File: src/rtl/core/pptt_pkg.sv
// Shared types and constants for the push-pull PWM / triac timer.
// Used by the channel interfaces, the step logic and the top level.
package pptt_pkg;

  localparam int ACTION_W   = 3;
  localparam int LEVEL_W    = 10;
  localparam int DUTY_W     = 8;
  localparam int PERIOD_W   = 8;
  localparam int CHARGE_W   = 8;
  localparam int PHASE_W    = 2;
  localparam int CFG_IDX_W  = 3;
  localparam int CFG_DATA_W = 10;

  localparam int CROSSINGS_PER_LATCH_DEF = 4;
  localparam int COUNT_WIDTH_DEF         = 8;

  // Action codes.
  localparam logic [ACTION_W-1:0] ACT_TICK     = 3'd0;
  localparam logic [ACTION_W-1:0] ACT_CROSSING = 3'd1;
  localparam logic [ACTION_W-1:0] ACT_FEEDBACK = 3'd2;
  localparam logic [ACTION_W-1:0] ACT_START    = 3'd3;
  localparam logic [ACTION_W-1:0] ACT_STOP     = 3'd4;

  // Drive phase codes. Code 3 is unused but counts like an armed drive.
  localparam logic [PHASE_W-1:0] PHASE_OFF      = 2'd0;
  localparam logic [PHASE_W-1:0] PHASE_ONE_NEXT = 2'd1;
  localparam logic [PHASE_W-1:0] PHASE_TWO_NEXT = 2'd2;

  // Configuration register indexes.
  localparam logic [CFG_IDX_W-1:0] REG_MAINS_MODE    = 3'd0;
  localparam logic [CFG_IDX_W-1:0] REG_PERIOD_COUNT  = 3'd1;
  localparam logic [CFG_IDX_W-1:0] REG_FB_TARGET     = 3'd2;
  localparam logic [CFG_IDX_W-1:0] REG_DUTY_FLOOR    = 3'd3;
  localparam logic [CFG_IDX_W-1:0] REG_DUTY_CEILING  = 3'd4;
  localparam logic [CFG_IDX_W-1:0] REG_INIT_CHARGE   = 3'd5;

  // Reset values.
  localparam logic [PERIOD_W-1:0] PERIOD_RST      = 8'd50;
  localparam logic [LEVEL_W-1:0]  FB_TARGET_RST   = 10'd48;
  localparam logic [DUTY_W-1:0]   DUTY_FLOOR_RST  = 8'd30;
  localparam logic [DUTY_W-1:0]   DUTY_CEIL_RST   = 8'd47;
  localparam logic [CHARGE_W-1:0] INIT_CHARGE_RST = 8'd40;
  localparam logic [DUTY_W-1:0]   DUTY_RST        = 8'd30;

  typedef struct packed {
    logic [ACTION_W-1:0] action;
    logic [LEVEL_W-1:0]  feedback_level;
    logic [CHARGE_W-1:0] firing_point;
    logic                charge_allowed;
  } item_t;

  typedef struct packed {
    logic                gate_one;
    logic                gate_two;
    logic                triac_gate;
    logic [DUTY_W-1:0]   duty_pending;
  } result_t;

  typedef struct packed {
    logic                mains_mode;
    logic [PERIOD_W-1:0] period_count;
    logic [LEVEL_W-1:0]  feedback_target;
    logic [DUTY_W-1:0]   duty_floor;
    logic [DUTY_W-1:0]   duty_ceiling;
  } cfg_t;

endpackage

File: src/rtl/core/pptt_if.sv
// Valid/ready channel interfaces for timer items and gate results.
// Depends on pptt_pkg for field widths.
interface pptt_item_if;
  logic                          valid;
  logic                          ready;
  logic [pptt_pkg::ACTION_W-1:0] action;
  logic [pptt_pkg::LEVEL_W-1:0]  feedback_level;
  logic [pptt_pkg::CHARGE_W-1:0] firing_point;
  logic                          charge_allowed;

  modport source (output valid, action, feedback_level, firing_point, charge_allowed,
                  input ready);
  modport sink   (input valid, action, feedback_level, firing_point, charge_allowed,
                  output ready);
endinterface

interface pptt_result_if;
  logic                        valid;
  logic                        ready;
  logic                        gate_one;
  logic                        gate_two;
  logic                        triac_gate;
  logic [pptt_pkg::DUTY_W-1:0] duty_pending;

  modport source (output valid, gate_one, gate_two, triac_gate, duty_pending,
                  input ready);
  modport sink   (input valid, gate_one, gate_two, triac_gate, duty_pending,
                  output ready);
endinterface

File: src/rtl/core/push_pull_pwm_triac_timer.sv
// Top level of the push-pull PWM / triac timer: configuration registers,
// input register and result register around pptt_step. Depends on pptt_pkg, pptt_if.
//
// Usage:
//   The item channel carries timer events (tick, zero crossing, feedback
//   sample, start, stop) with their sample fields. Each transfer on it yields
//   exactly one transfer on the result channel, which reports the gate levels
//   and the pending duty as they stand after that event.
//   An item is captured in the input register. While it is held there,
//   pptt_step works it out, and its result lands in the result register.
//   The block sustains one item per clock while the receiver does not stall:
//   the input register refills in the same cycle that its item moves on to
//   the result register.
//   When the receiver stalls, the result register holds its value, the input
//   register holds the next item, and item ready drops once both are full.
//   Configuration is a plain write port (cfg_write, cfg_index, cfg_data). The
//   user must write it only while no item is in flight; the block does not
//   enforce it. Writing the initial charge point reloads the live charge point.
//   Reset (rst, synchronous, active high) empties both registers, turns the
//   drive off with all gates low, and restores each config register to its default.
module push_pull_pwm_triac_timer #(
  parameter int CROSSINGS_PER_LATCH = pptt_pkg::CROSSINGS_PER_LATCH_DEF,
  parameter int COUNT_WIDTH         = pptt_pkg::COUNT_WIDTH_DEF
) (
  input  logic                            clk,
  input  logic                            rst,
  input  logic                            cfg_write,
  input  logic [pptt_pkg::CFG_IDX_W-1:0]  cfg_index,
  input  logic [pptt_pkg::CFG_DATA_W-1:0] cfg_data,
  pptt_item_if.sink                       item,
  pptt_result_if.source                   result
);

  pptt_pkg::cfg_t    cfg;
  pptt_pkg::item_t   held_item;
  pptt_pkg::result_t step_result;
  pptt_pkg::result_t res;
  logic              held_valid;
  logic              res_valid;
  logic              advance;
  logic              step_en;
  logic              charge_load;

  // The result register may take a new value when it is empty or being drained.
  assign advance     = !res_valid || result.ready;
  assign step_en     = held_valid && advance;
  assign item.ready  = !held_valid || advance;
  assign charge_load = cfg_write && (cfg_index == pptt_pkg::REG_INIT_CHARGE);

  // Configuration registers. Indexes beyond the list are ignored.
  always_ff @(posedge clk) begin
    if (rst) begin
      cfg.mains_mode      <= 1'b0;
      cfg.period_count    <= pptt_pkg::PERIOD_RST;
      cfg.feedback_target <= pptt_pkg::FB_TARGET_RST;
      cfg.duty_floor      <= pptt_pkg::DUTY_FLOOR_RST;
      cfg.duty_ceiling    <= pptt_pkg::DUTY_CEIL_RST;
    end else if (cfg_write) begin
      case (cfg_index)
        pptt_pkg::REG_MAINS_MODE:   cfg.mains_mode      <= cfg_data[0];
        pptt_pkg::REG_PERIOD_COUNT: cfg.period_count    <= cfg_data[pptt_pkg::PERIOD_W-1:0];
        pptt_pkg::REG_FB_TARGET:    cfg.feedback_target <= cfg_data[pptt_pkg::LEVEL_W-1:0];
        pptt_pkg::REG_DUTY_FLOOR:   cfg.duty_floor      <= cfg_data[pptt_pkg::DUTY_W-1:0];
        pptt_pkg::REG_DUTY_CEILING: cfg.duty_ceiling    <= cfg_data[pptt_pkg::DUTY_W-1:0];
        default: begin
        end
      endcase
    end
  end

  // Input register: captures an item whenever the slot is free or moving on.
  always_ff @(posedge clk) begin
    if (rst) begin
      held_valid <= 1'b0;
    end else if (item.ready) begin
      held_valid <= item.valid;
    end
  end

  always_ff @(posedge clk) begin
    if (item.ready && item.valid) begin
      held_item.action         <= item.action;
      held_item.feedback_level <= item.feedback_level;
      held_item.firing_point   <= item.firing_point;
      held_item.charge_allowed <= item.charge_allowed;
    end
  end

  pptt_step #(
    .CROSSINGS_PER_LATCH (CROSSINGS_PER_LATCH),
    .COUNT_WIDTH         (COUNT_WIDTH)
  ) u_step (
    .clk          (clk),
    .rst          (rst),
    .step_en      (step_en),
    .item         (held_item),
    .cfg          (cfg),
    .charge_load  (charge_load),
    .charge_value (cfg_data[pptt_pkg::CHARGE_W-1:0]),
    .result       (step_result)
  );

  // Result register: loads the outcome of the item being processed.
  always_ff @(posedge clk) begin
    if (rst) begin
      res_valid <= 1'b0;
    end else if (advance) begin
      res_valid <= held_valid;
    end
  end

  always_ff @(posedge clk) begin
    if (step_en) begin
      res <= step_result;
    end
  end

  assign result.valid        = res_valid;
  assign result.gate_one     = res.gate_one;
  assign result.gate_two     = res.gate_two;
  assign result.triac_gate   = res.triac_gate;
  assign result.duty_pending = res.duty_pending;

endmodule

File: src/rtl/core/pptt_step.sv
// Drive state and the per-item update: PWM counter, triac phase counter,
// crossing counter and duty regulation. Depends on pptt_pkg.
module pptt_step #(
  parameter int CROSSINGS_PER_LATCH = pptt_pkg::CROSSINGS_PER_LATCH_DEF,
  parameter int COUNT_WIDTH         = pptt_pkg::COUNT_WIDTH_DEF
) (
  input  logic                          clk,
  input  logic                          rst,
  input  logic                          step_en,
  input  pptt_pkg::item_t               item,
  input  pptt_pkg::cfg_t                cfg,
  input  logic                          charge_load,
  input  logic [pptt_pkg::CHARGE_W-1:0] charge_value,
  output pptt_pkg::result_t             result
);

  localparam int XW    = (CROSSINGS_PER_LATCH > 1) ? $clog2(CROSSINGS_PER_LATCH) : 1;
  localparam int CMP_W = (COUNT_WIDTH > 8) ? COUNT_WIDTH : 8;
  localparam logic [XW-1:0] X_LAST = XW'(CROSSINGS_PER_LATCH - 1);

  logic [pptt_pkg::PHASE_W-1:0]  drive_phase, drive_phase_next;
  logic [pptt_pkg::DUTY_W-1:0]   duty_active, duty_active_next;
  logic [pptt_pkg::DUTY_W-1:0]   duty_request, duty_request_next;
  logic [COUNT_WIDTH-1:0]        pwm_count, pwm_count_next;
  logic [COUNT_WIDTH-1:0]        phase_count, phase_count_next;
  logic [XW-1:0]                 crossing_count, crossing_count_next;
  logic [pptt_pkg::CHARGE_W-1:0] charge_point, charge_point_next;
  logic                          gate_one, gate_one_next;
  logic                          gate_two, gate_two_next;
  logic                          triac, triac_next;

  logic [COUNT_WIDTH-1:0] pwm_inc;
  logic [COUNT_WIDTH-1:0] phase_inc;
  logic [CMP_W-1:0]       pwm_ext, phase_ext;
  logic [pptt_pkg::LEVEL_W:0] target_hi;

  assign pwm_inc   = pwm_count + 1'b1;
  assign phase_inc = phase_count + 1'b1;
  assign pwm_ext   = CMP_W'(pwm_inc);
  assign phase_ext = CMP_W'(phase_inc);
  assign target_hi = {1'b0, cfg.feedback_target} + 1'b1;

  always_comb begin
    drive_phase_next    = drive_phase;
    duty_active_next    = duty_active;
    duty_request_next   = duty_request;
    pwm_count_next      = pwm_count;
    phase_count_next    = phase_count;
    crossing_count_next = crossing_count;
    charge_point_next   = charge_point;
    gate_one_next       = gate_one;
    gate_two_next       = gate_two;
    triac_next          = triac;

    case (item.action)
      pptt_pkg::ACT_TICK: begin
        if (!cfg.mains_mode) begin
          triac_next = 1'b0;
          if (drive_phase == pptt_pkg::PHASE_OFF) begin
            gate_one_next = 1'b0;
            gate_two_next = 1'b0;
          end else begin
            if (drive_phase == pptt_pkg::PHASE_ONE_NEXT) begin
              duty_active_next = duty_request;
            end
            pwm_count_next = pwm_inc;
            if (pwm_ext == CMP_W'(duty_active_next)) begin
              gate_one_next = 1'b0;
              gate_two_next = 1'b0;
            end
            if (pwm_ext == CMP_W'(cfg.period_count)) begin
              pwm_count_next = '0;
              if (drive_phase == pptt_pkg::PHASE_ONE_NEXT) begin
                gate_one_next    = 1'b1;
                gate_two_next    = 1'b0;
                drive_phase_next = pptt_pkg::PHASE_TWO_NEXT;
              end else if (drive_phase == pptt_pkg::PHASE_TWO_NEXT) begin
                gate_one_next    = 1'b0;
                gate_two_next    = 1'b1;
                drive_phase_next = pptt_pkg::PHASE_ONE_NEXT;
              end
            end
          end
        end else begin
          gate_one_next    = 1'b0;
          gate_two_next    = 1'b0;
          phase_count_next = phase_inc;
          triac_next       = (phase_ext == CMP_W'(charge_point)) && item.charge_allowed;
        end
      end
      pptt_pkg::ACT_CROSSING: begin
        phase_count_next = '0;
        if (crossing_count == X_LAST) begin
          crossing_count_next = '0;
          charge_point_next   = item.firing_point;
        end else begin
          crossing_count_next = crossing_count + 1'b1;
        end
      end
      pptt_pkg::ACT_FEEDBACK: begin
        if (item.feedback_level < cfg.feedback_target) begin
          if (duty_request < cfg.duty_ceiling) begin
            duty_request_next = duty_request + 1'b1;
          end
        end else if ({1'b0, item.feedback_level} > target_hi) begin
          if (duty_request > cfg.duty_floor) begin
            duty_request_next = duty_request - 1'b1;
          end
        end
      end
      pptt_pkg::ACT_START: begin
        drive_phase_next  = pptt_pkg::PHASE_ONE_NEXT;
        duty_request_next = cfg.duty_floor;
        duty_active_next  = cfg.duty_floor;
        triac_next        = 1'b0;
      end
      pptt_pkg::ACT_STOP: begin
        drive_phase_next = pptt_pkg::PHASE_OFF;
        gate_one_next    = 1'b0;
        gate_two_next    = 1'b0;
        triac_next       = 1'b0;
      end
      default: begin
      end
    endcase
  end

  assign result.gate_one     = gate_one_next;
  assign result.gate_two     = gate_two_next;
  assign result.triac_gate   = triac_next;
  assign result.duty_pending = duty_request_next;

  always_ff @(posedge clk) begin
    if (rst) begin
      drive_phase    <= pptt_pkg::PHASE_OFF;
      duty_active    <= pptt_pkg::DUTY_RST;
      duty_request   <= pptt_pkg::DUTY_RST;
      pwm_count      <= '0;
      phase_count    <= '0;
      crossing_count <= '0;
      charge_point   <= pptt_pkg::INIT_CHARGE_RST;
      gate_one       <= 1'b0;
      gate_two       <= 1'b0;
      triac          <= 1'b0;
    end else begin
      if (step_en) begin
        drive_phase    <= drive_phase_next;
        duty_active    <= duty_active_next;
        duty_request   <= duty_request_next;
        pwm_count      <= pwm_count_next;
        phase_count    <= phase_count_next;
        crossing_count <= crossing_count_next;
        charge_point   <= charge_point_next;
        gate_one       <= gate_one_next;
        gate_two       <= gate_two_next;
        triac          <= triac_next;
      end
      if (charge_load) begin
        charge_point <= charge_value;
      end
    end
  end

endmodule
File: src/flat_wrapper.sv
// flat-port wrapper written by rule: the top's interface ports become plain ports
module push_pull_pwm_triac_timer_flat 
#(
  parameter int CROSSINGS_PER_LATCH = pptt_pkg::CROSSINGS_PER_LATCH_DEF,
  parameter int COUNT_WIDTH         = pptt_pkg::COUNT_WIDTH_DEF
)
  (clk, rst, cfg_write, cfg_index, cfg_data, item_valid, item_action, item_feedback_level, item_firing_point, item_charge_allowed, item_ready, result_valid, result_gate_one, result_gate_two, result_triac_gate, result_duty_pending, result_ready);
  pptt_item_if item_i ();
  pptt_result_if result_i ();
  input  logic clk;
  input  logic rst;
  input  logic cfg_write;
  input  logic [pptt_pkg::CFG_IDX_W-1:0] cfg_index;
  input  logic [pptt_pkg::CFG_DATA_W-1:0] cfg_data;
  input wire logic [$bits(item_i.valid)-1:0] item_valid;
  input wire logic [$bits(item_i.action)-1:0] item_action;
  input wire logic [$bits(item_i.feedback_level)-1:0] item_feedback_level;
  input wire logic [$bits(item_i.firing_point)-1:0] item_firing_point;
  input wire logic [$bits(item_i.charge_allowed)-1:0] item_charge_allowed;
  output wire logic [$bits(item_i.ready)-1:0] item_ready;
  output wire logic [$bits(result_i.valid)-1:0] result_valid;
  output wire logic [$bits(result_i.gate_one)-1:0] result_gate_one;
  output wire logic [$bits(result_i.gate_two)-1:0] result_gate_two;
  output wire logic [$bits(result_i.triac_gate)-1:0] result_triac_gate;
  output wire logic [$bits(result_i.duty_pending)-1:0] result_duty_pending;
  input wire logic [$bits(result_i.ready)-1:0] result_ready;
  assign item_i.valid = item_valid;
  assign item_i.action = item_action;
  assign item_i.feedback_level = item_feedback_level;
  assign item_i.firing_point = item_firing_point;
  assign item_i.charge_allowed = item_charge_allowed;
  assign item_ready = item_i.ready;
  assign result_valid = result_i.valid;
  assign result_gate_one = result_i.gate_one;
  assign result_gate_two = result_i.gate_two;
  assign result_triac_gate = result_i.triac_gate;
  assign result_duty_pending = result_i.duty_pending;
  assign result_i.ready = result_ready;
  push_pull_pwm_triac_timer #(.CROSSINGS_PER_LATCH(CROSSINGS_PER_LATCH), .COUNT_WIDTH(COUNT_WIDTH)) u_core (.clk(clk), .rst(rst), .cfg_write(cfg_write), .cfg_index(cfg_index), .cfg_data(cfg_data), .item(item_i), .result(result_i));
endmodule
File: config.mk
export PLATFORM = sky130hd
export DESIGN_NAME = push_pull_pwm_triac_timer_flat
export DESIGN_NICKNAME = d
export VERILOG_FILES = /design/src/rtl/core/pptt_pkg.sv /design/src/rtl/core/pptt_if.sv /design/src/rtl/core/push_pull_pwm_triac_timer.sv /design/src/rtl/core/pptt_step.sv /design/src/flat_wrapper.sv
export SDC_FILE = /design/constraint.sdc
export NUM_CORES = 1
export LEC_CHECK = 0
export BUFFER_PORTS_ARGS = -buffer_cell sky130_fd_sc_hd__buf_4
export CORE_ASPECT_RATIO = 0.75
export CORE_MARGIN = 2
export CORE_UTILIZATION = 35
export DETAILED_ROUTE_END_ITERATION = 10
export GPL_ROUTABILITY_DRIVEN = 1
export GPL_TIMING_DRIVEN = 0
export PLACE_DENSITY = 0.51
export SKIP_LAST_GASP = 1
export SYNTH_ARGS = -nofsm -noshare
export SYNTH_HDL_FRONTEND = slang
export SYNTH_SLANG_ARGS = --single-unit
File: constraint.sdc
create_clock -name clk -period 3.61 [get_ports clk]
set_clock_uncertainty 0.05 [all_clocks]
set_input_delay 0.361 -clock clk [delete_from_list [all_inputs] [get_ports clk]]
set_output_delay 0.361 -clock clk [all_outputs]
set_load 0.1 [all_outputs]
==> results of run 1 <==
## stage by stage
step | total power (W) | hold slack, ps
CTS | 0.00352 | 42.4
finish | 0.00350 | 56.0
detailed placement | 0.00182 | 410
global placement | 0.00182 | 403
floorplan | 0.00169 | 387
global route | 0.00363 | 34.5
## where the power goes
group,internal [W],switching (W)
registers,0.00139,0.0000269
logic,0.000137,0.000254
clock network,0.00101,0.000675
total,0.00254,0.000956
## cells in the mapped netlist, types with 4 or more instances
cell	number	area, um2
xnor2_1	24	210
buf_4	5	37.5
a211o_1	13	114
nand2_1	92	345
inv_1	45	169
and3_1	11	68.8
a32oi_1	4	35.0
nand3_1	31	155
nand4_1	7	43.8
clkbuf_1	27	101
o31ai_1	4	30.0
nor2_1	79	297
a21oi_1	60	300
nor2b_1	8	50.1
or2_2	6	37.5
a221o_1	7	70.1
o211ai_1	8	60.1
mux2i_1	21	210
buf_2	5	25.0
nor3_1	15	75.1
o21ai_0	36	180
a211oi_1	12	90.1
nor4_1	4	25.0
nand3b_1	17	128
edfxtp_1	33	991
xor2_1	12	105
ha_1	44	551
dfxtp_1	84	1680
## layer usage
| metal | part of all wire, % | track usage [%] | routed length (um) |
|---|---|---|---|
| met3 | 5.3 | 4.68 | 1060 |
| met1 | 54 | 30.0 | 10800 |
| met4 | 0.95 | 4.40 | 189 |
| met5 | 0 | 0 | 0 |
| met2 | 40 | 26.6 | 7890 |
## how the worst max path moves through the flow
stage,from,slack [ps],depth (start not counted),to
detailed placement,u_core.cfg[16]$_SDFFE_PP0P_,-20,13,u_core.result.duty_pending[5]$_DFFE_PP_
global route,u_core.cfg[16]$_SDFFE_PP0P_,-30,12,u_core.result.duty_pending[5]$_DFFE_PP_
CTS,u_core.cfg[16]$_SDFFE_PP0P_,40,12,u_core.result.duty_pending[5]$_DFFE_PP_
global placement,u_core.cfg[16]$_SDFFE_PP0P_,-2,13,u_core.result.duty_pending[5]$_DFFE_PP_
finish,u_core.cfg[16]$_SDFFE_PP0P_,160,12,u_core.result.duty_pending[5]$_DFFE_PP_
floorplan,u_core.cfg[16]$_SDFFE_PP0P_,510,13,u_core.result.duty_pending[5]$_DFFE_PP_
## cells by family (layout without fill, tap and decap cells)
kind of cell | Yosys count | after routing
AND/OR/NAND/NOR | 296 | 296
AO/OA/AOI/OAI | 195 | 195
flip-flops | 117 | 117
buffers and inverters | 90 | 175
adder cells (fa/ha/maj) | 44 | 44
XOR/XNOR | 37 | 37
multiplexers | 21 | 21
## what timing repair did
item                                    in CTS  in global routing
endpoints found under the setup margin       1                  8
endpoints found under the hold margin        0                  0
cloned                                       0                  0
gates resized for setup                      1                  6
buffers inserted                             0                  0
## area by class of cell
class / count / share of cell area, %
Buffer: 43 / 2.35
Clock buffer: 20 / 5.60
Clock inverter: 12 / 1.41
Inverter: 47 / 2.11
Multi-Input combinational cell: 593 / 47.8
Sequential cell: 117 / 32.0
Tap cell: 253 / 3.79
Timing Repair Buffer: 53 / 5.00
## sequential cells by signal, indices dropped and copies added (netlist names), 2 cells and up
name                          flops
u_core.held_item                 22
u_core.u_step.charge_point        8
u_core.u_step.duty_active         8
u_core.result.duty_pending        8
u_core.u_step.pwm_count           8
u_core.u_step.duty_request        8
u_core.u_step.crossing_count      2
u_core.cfg                       35
u_core.u_step.drive_phase         2
u_core.u_step.phase_count         8
## critical path: cells and delay by family, from the launching register on
| kind | cells | cell delay (ps) |
|---|---|---|
| AOI/OAI and AO/OA | 5 | 1280 |
| and+or+nand+nor | 4 | 830 |
| adders and majority gates | 2 | 510 |
| DFF | 1 | 410 |
| xor gates and xnor gates | 1 | 120 |
==> summary.md, run 1 <==
| Metric | Value |
|---|---|
| PwrDens | `418 nW/um2` |
| Post-synth EDFFs | `33` |
| CP Cell Sequence | `ha_1, nand3_1, nor4_2, xnor2_1, ha_1, nand3_1, a211o_1, o211ai_1, nand3_4, o31ai_4, o21ai_0, a221o_1` |
| Hold Fails Final Rpt | `0` |
| Setup_tns | `0 ps` |
| Die ar. | `21,100 um2` |
| Yosys cell types | `85` |
| Req. time, crit path | `3730 ps` |
| Reg2reg end | `u_core.result.duty_pending[5]$_DFFE_PP_` |
| Arr. time, crit path | `3570 ps` |
| Main synth FF type | `dfxtp_1` |
| Reg2reg start | `u_core.cfg[16]$_SDFFE_PP0P_` |
| TritonCTS clock tree | `yes` |
| P_leak | `3.26 nW` |
| Initial Utilization | `35.9%` |
| Number of global-route vias before repair | `5,619` |
| GP Congestion | `0.833` |
| Detailed Route WL | `19,900 um` |
| Antenna violations before repair | `0` |
| Final min period | `3450 ps` |
| Gr usage total | `19.3%` |
| Synth Area in Compound Gates | `19.8%` |
| Max Slew Vio Count | `0` |
| Most common cell after layout, fill and taps aside | `nand2_1` |
| H-tree depth | `4` |
| Worst slack at placement | `-17.0 ps` |
| Failing checks | `design-rule violations` |
| Hold path start | `item_feedback_level[1]` |
| Max Clock Freq | `290 MHz` |
| Mapped Avg Cell Area | `8.74 um2` |
| DR vias | `6,076` |
| FF/Latch Area | `2670 um2` |
| Worst skew pair latency | `430 ps` |
| Placed cells | `1,105` |
| Detail Route Antenna Nets | `0` |
| Post-Layout Cell Count | `1,138` |
| Worst-path clk slew | `60 ps` |
| Highest-count cells in the layout ignoring fill and taps | `nand2_1, dfxtp_1, nor2_1, a21oi_1, buf_4` |
| #FFs+latches synth | `117` |
| Filler Cells Inserted | `2,018` |
| Worst setup margin | `157 ps` |
| YS warnings | `0` |
| Synth Area in XOR/XNOR | `4.83%` |
| Sequential share of the synthesized area | `38.2%` |
| Rows | `44` |
| Largest family of logic cells by synthesized area | `simple AND/OR/NAND/NOR gates` |
| Synth Area in Adders | `7.87%` |
| Max-cap violations | `0` |
| FFs w/ async S/R, synth | `0%` |
| Final setup viols | `0` |
| Syn nets | `884` |
| Area Growth Syn to Fin | `19.5%` |
| Die width | `167 um` |
| Clock tree buffer depth | `2` |
| CTS root buffer | `clkbuf_16` |
| Gr ovfl total | `0` |
| # clock sinks | `117` |
| Cells after Synth | `800` |
| Crit path kind | `flop to flop` |
| Post-DR wirelength/cell | `17.5 um` |
| Final Instance Area | `8360 um2` |
| Crit path max fanout | `9` |
| Die Height | `126 um` |
| Fraction of final layout cells sized beyond drive strength 1 | `14.7%` |
| WHS Endpoint | `u_core.held_item[10]$_DFFE_PP_` |
| Ant diodes | `0` |
| Cts hold-fix bufs | `0` |
| Setup crit start kind | `flop` |
| Worst hold path cell count | `1` |
| Status | `finished with violations` |
| TritonCTS buffer count | `17` |
| I/O pin count | `53` |
| Slew margin rel. | `47.3%` |
| DR DRC count | `3` |
| Synth Area in Simple Gates | `21.0%` |
| Vias per cell | `5.34` |
| Layout Nets | `956` |
| Initial DRC count | `427` |
| Input/output buffers | `52` |
| Crit end category | `flop` |
| Floorplan core area | `19,500 um2` |
| Worst Reg-to-Reg Cells | `12` |
| Largest net degree at the start of global routing | `23` |
| Critical path's slowest cell | `dfxtp_1` |
| Mapped Area | `7000 um2` |
| Worst hold path class | `primary input to flop` |
| Global-route wire length before repair | `31,500 um` |
| Fin crit share | `95.6%` |
| DP HPWL | `14,700 um` |
| Post-DP Area | `7700 um2` |
| Slew @ Worst Pin | `783 ps` |
| R2r setup slk | `160 ps` |
| Mux cell area share after synthesis | `3.00%` |
| RSZ-0062 raised after global routing | `true` |
| Post-Route Utilization | `42.9%` |
| Area of the multi-input gates | `4000 um2` |
| Max stage delay on crit path | `410 ps` |
| Pre-antenna DRT Iters | `8` |
| Peak supply drop | `264 uV` |
(Power assumes the default switching activity.)
==> run 2, diff against run 1 <==
RECOVER_POWER = 100   (was not set)
==> run 2 against run 1 <==
  * The flow still finishes with violations (design-rule violations)
  * Non-clock buffer count is the same
  * Global-route usage did not move
  * Critical endpoint unchanged
  * Highest routed layer unchanged
  * Sequential power barely moved
  * Wire length decreased by 0.16%
==> summary.md, run 2 (synthesis results as in run 1) <==
| Metric | Value |
|---|---|
| Global-route wire length before repair | `31,500 um (unchanged)` |
| Pre-antenna DRT Iters | `8 (unchanged)` |
| TritonCTS buffer count | `17 (unchanged)` |
| Initial DRC count | `426 (-0.23%)` |
| Regs by FF count | `u_core.cfg (35), u_core.held_item (22)` |
| Detailed Route WL | `19,900 um (-0.16%)` |
| P_leak | `3.17 nW (-2.9%)` |
| Clock share of power | `48.3% (about the same)` |
| Slew margin rel. | `22.2% (-25 points)` |
| Peak supply drop | `261 uV (-1.4%)` |
| Worst Reg-to-Reg Cells | `12 (unchanged)` |
| Worst setup margin | `146 ps (-11.2 ps)` |
| Combinational share of power | `10.9% (-0.3 points)` |
| Post-Route Utilization | `42.4% (-0.51 points)` |
| Die Height | `126 um (unchanged)` |
| Area of the multi-input gates | `3990 um2 (about the same)` |
| CP Cell Sequence | `ha_1, nand3_1, nor4_2, xnor2_1, ha_1, nand3_1, a211o_1, o211ai_1, nand3_4, o31ai_4, o21ai_0, a221o_1` |
| Input/output buffers | `52 (unchanged)` |
| Largest net degree at the start of global routing | `23 (unchanged)` |
| Post-DP Area | `7700 um2 (unchanged)` |
| Req. time, crit path | `3730 ps (about the same)` |
| Switch share | `27.2% (-0.12 points)` |
| P_int | `0.00253 W (-0.42%)` |
| Final setup viols | `0 (unchanged)` |
| Largest delay contributor family on the critical path | `compound AO/OA/AOI/OAI gates` |
| TritonCTS clock tree | `yes` |
| Sequential power share | `40.8% (+0.3 points)` |
| Crit path kind | `flop to flop` |
| Most common cell after layout, fill and taps aside | `nand2_1` |
| Number of global-route vias before repair | `5,619 (unchanged)` |
| WP buf/inv | `0 (unchanged)` |
| WHS Endpoint | `u_core.held_item[9]$_DFFE_PP_` |
| Crit path max fanout | `9 (unchanged)` |
| Floorplan core area | `19,500 um2 (unchanged)` |
| Area Growth Syn to Fin | `18.1%` |
| H-tree depth | `4 (unchanged)` |
| Gr ovfl total | `0 (unchanged)` |
| FF/Latch Area | `2670 um2 (unchanged)` |
| Filler Cells Inserted | `2,028 (+0.50%)` |
| Max stage delay on crit path | `410 ps (about the same)` |
| CTS root buffer | `clkbuf_16` |
| Worst-path clk slew | `60 ps (about the same)` |
| Final Instance Area | `8260 um2 (-1.2%)` |
| Critical path's slowest cell | `dfxtp_1` |
| Ant diodes | `0 (unchanged)` |
| Crit end category | `flop` |
| R2r setup slk | `150 ps (about the same)` |
| Clock tree buffer depth | `2 (unchanged)` |
| GP Congestion | `0.833 (unchanged)` |
| Max Slew Vio Count | `0 (unchanged)` |
| Initial Utilization | `35.9% (unchanged)` |
| DP HPWL | `14,700 um (unchanged)` |
| Worst hold path cell count | `1 (unchanged)` |
| Die ar. | `21,100 um2 (unchanged)` |
| Reg with most FFs | `u_core.cfg` |
| Max Clock Freq | `289 MHz (-0.32%)` |
| Max FFs per register | `35 (unchanged)` |
| Vias per cell | `5.29 (-0.84%)` |
| Fraction of final layout cells sized beyond drive strength 1 | `12.1% (-2.6 points)` |
| Rows | `44 (unchanged)` |
| Gr usage total | `19.3% (unchanged)` |
| Final min period | `3460 ps (+11.2 ps)` |
| Post-Layout Cell Count | `1,138 (unchanged)` |
| Layout Nets | `956 (unchanged)` |
| RSZ-0062 raised after global routing | `true` |
| Worst slack at placement | `-17.0 ps (unchanged)` |
| Placed cells | `1,105 (unchanged)` |
| Setup_tns | `0 ps (unchanged)` |
| Switching power | `0.000946 W (-1.0%)` |
| Post-DR wirelength/cell | `17.5 um (-0.16%)` |
| Detail Route Antenna Nets | `0 (unchanged)` |
| DR vias | `6,025 (-0.84%)` |
| Setup crit start kind | `flop` |
| Hold path start | `item_feedback_level[0]` |
| Fin crit share | `96.0% (+0.31 points)` |
| # clock sinks | `117 (unchanged)` |
| Reg2reg end | `u_core.result.duty_pending[5]$_DFFE_PP_` |
| Max-cap violations | `0 (unchanged)` |
| Worst hold path class | `primary input to flop` |
| Highest-count cells in the layout ignoring fill and taps | `nand2_1, dfxtp_1, nor2_1, a21oi_1, clkbuf_1` |
| Cts hold-fix bufs | `0 (unchanged)` |
| Hold Fails Final Rpt | `0 (unchanged)` |
| DR DRC count | `3 (unchanged)` |
| Slew @ Worst Pin | `1170 ps (+389 ps)` |
| I/O pin count | `53 (unchanged)` |
| Die width | `167 um (unchanged)` |
| PwrDens | `421 nW/um2 (+0.60%)` |
| Status | `finished with violations` |
| Antenna violations before repair | `0 (unchanged)` |
| Arr. time, crit path | `3580 ps (about the same)` |
| Reg2reg start | `u_core.cfg[16]$_SDFFE_PP0P_` |
| Worst skew pair latency | `420 ps (about the same)` |
| Failing checks | `design-rule violations` |
[run 2: metal layers]
metal,part of all wire [%],up-vias,GRT usage [%]
met4,0.71,0,4.40
met3,5.2,12,4.68
met2,40,141,26.6
li1,-,3035,-
met1,55,2837,30.0
met5,0,-,0
[run 2: area by class of cell]
| cell class | count | share of cell area, % |
|---|---|---|
| Inverter | 47 | 2.14 |
| Sequential cell | 117 | 32.3 |
| Timing Repair Buffer | 53 | 4.04 |
| Buffer | 43 | 2.24 |
| Clock inverter | 12 | 1.42 |
| Multi-Input combinational cell | 593 | 48.3 |
| Tap cell | 253 | 3.83 |
| Clock buffer | 20 | 5.66 |
[run 2: worst register-to-register path, stage by stage, from the launching register on]
cell and delay [ps]:
dfxtp_1 410, ha_1 210, nand3_1 200, nor4_2 290, xnor2_1 120, ha_1 300
nand3_1 120, a211o_1 290, o211ai_1 180, nand3_4 220, o31ai_4 360, o21ai_0 140
a221o_1 320
[run 2: power by group through the flow]
| stage | combinational [W] | sequential (W) | clock (W) |
|---|---|---|---|
| final | 0.000379 | 0.00142 | 0.00168 |
| after floorplan | 0.000214 | 0.00148 | 0 |
| after detailed placement | 0.000378 | 0.00145 | 0 |
| after global placement | 0.000377 | 0.00145 | 0 |
| after global routing | 0.000418 | 0.00142 | 0.00178 |
| after CTS | 0.000380 | 0.00142 | 0.00172 |
[run 2: worst max path at each step]
stage,startpoint,endpoint,cells past startpoint
final,u_core.cfg[16]$_SDFFE_PP0P_,u_core.result.duty_pending[5]$_DFFE_PP_,12
after global routing,u_core.cfg[16]$_SDFFE_PP0P_,u_core.result.duty_pending[5]$_DFFE_PP_,12
after CTS,u_core.cfg[16]$_SDFFE_PP0P_,u_core.result.duty_pending[5]$_DFFE_PP_,12
after detailed placement,u_core.cfg[16]$_SDFFE_PP0P_,u_core.result.duty_pending[5]$_DFFE_PP_,13
after global placement,u_core.cfg[16]$_SDFFE_PP0P_,u_core.result.duty_pending[5]$_DFFE_PP_,13
after floorplan,u_core.cfg[16]$_SDFFE_PP0P_,u_core.result.duty_pending[5]$_DFFE_PP_,13
[run 2: per-stage QoR]
step,total power [W],hold slack [ps]
2_1_floorplan,0.00169,387
3_3_place_gp,0.00182,403
3_5_place_dp,0.00182,410
4_1_cts,0.00352,42.4
5_1_grt,0.00362,56.9
6_report,0.00348,81.9
[run 2: what timing repair did]
| item | 4_1_cts | 5_1_grt |
|---|---|---|
| gates resized for setup | 1 | 6 |
| buffers inserted | 0 | 0 |
| endpoints found under the setup margin | 1 | 8 |
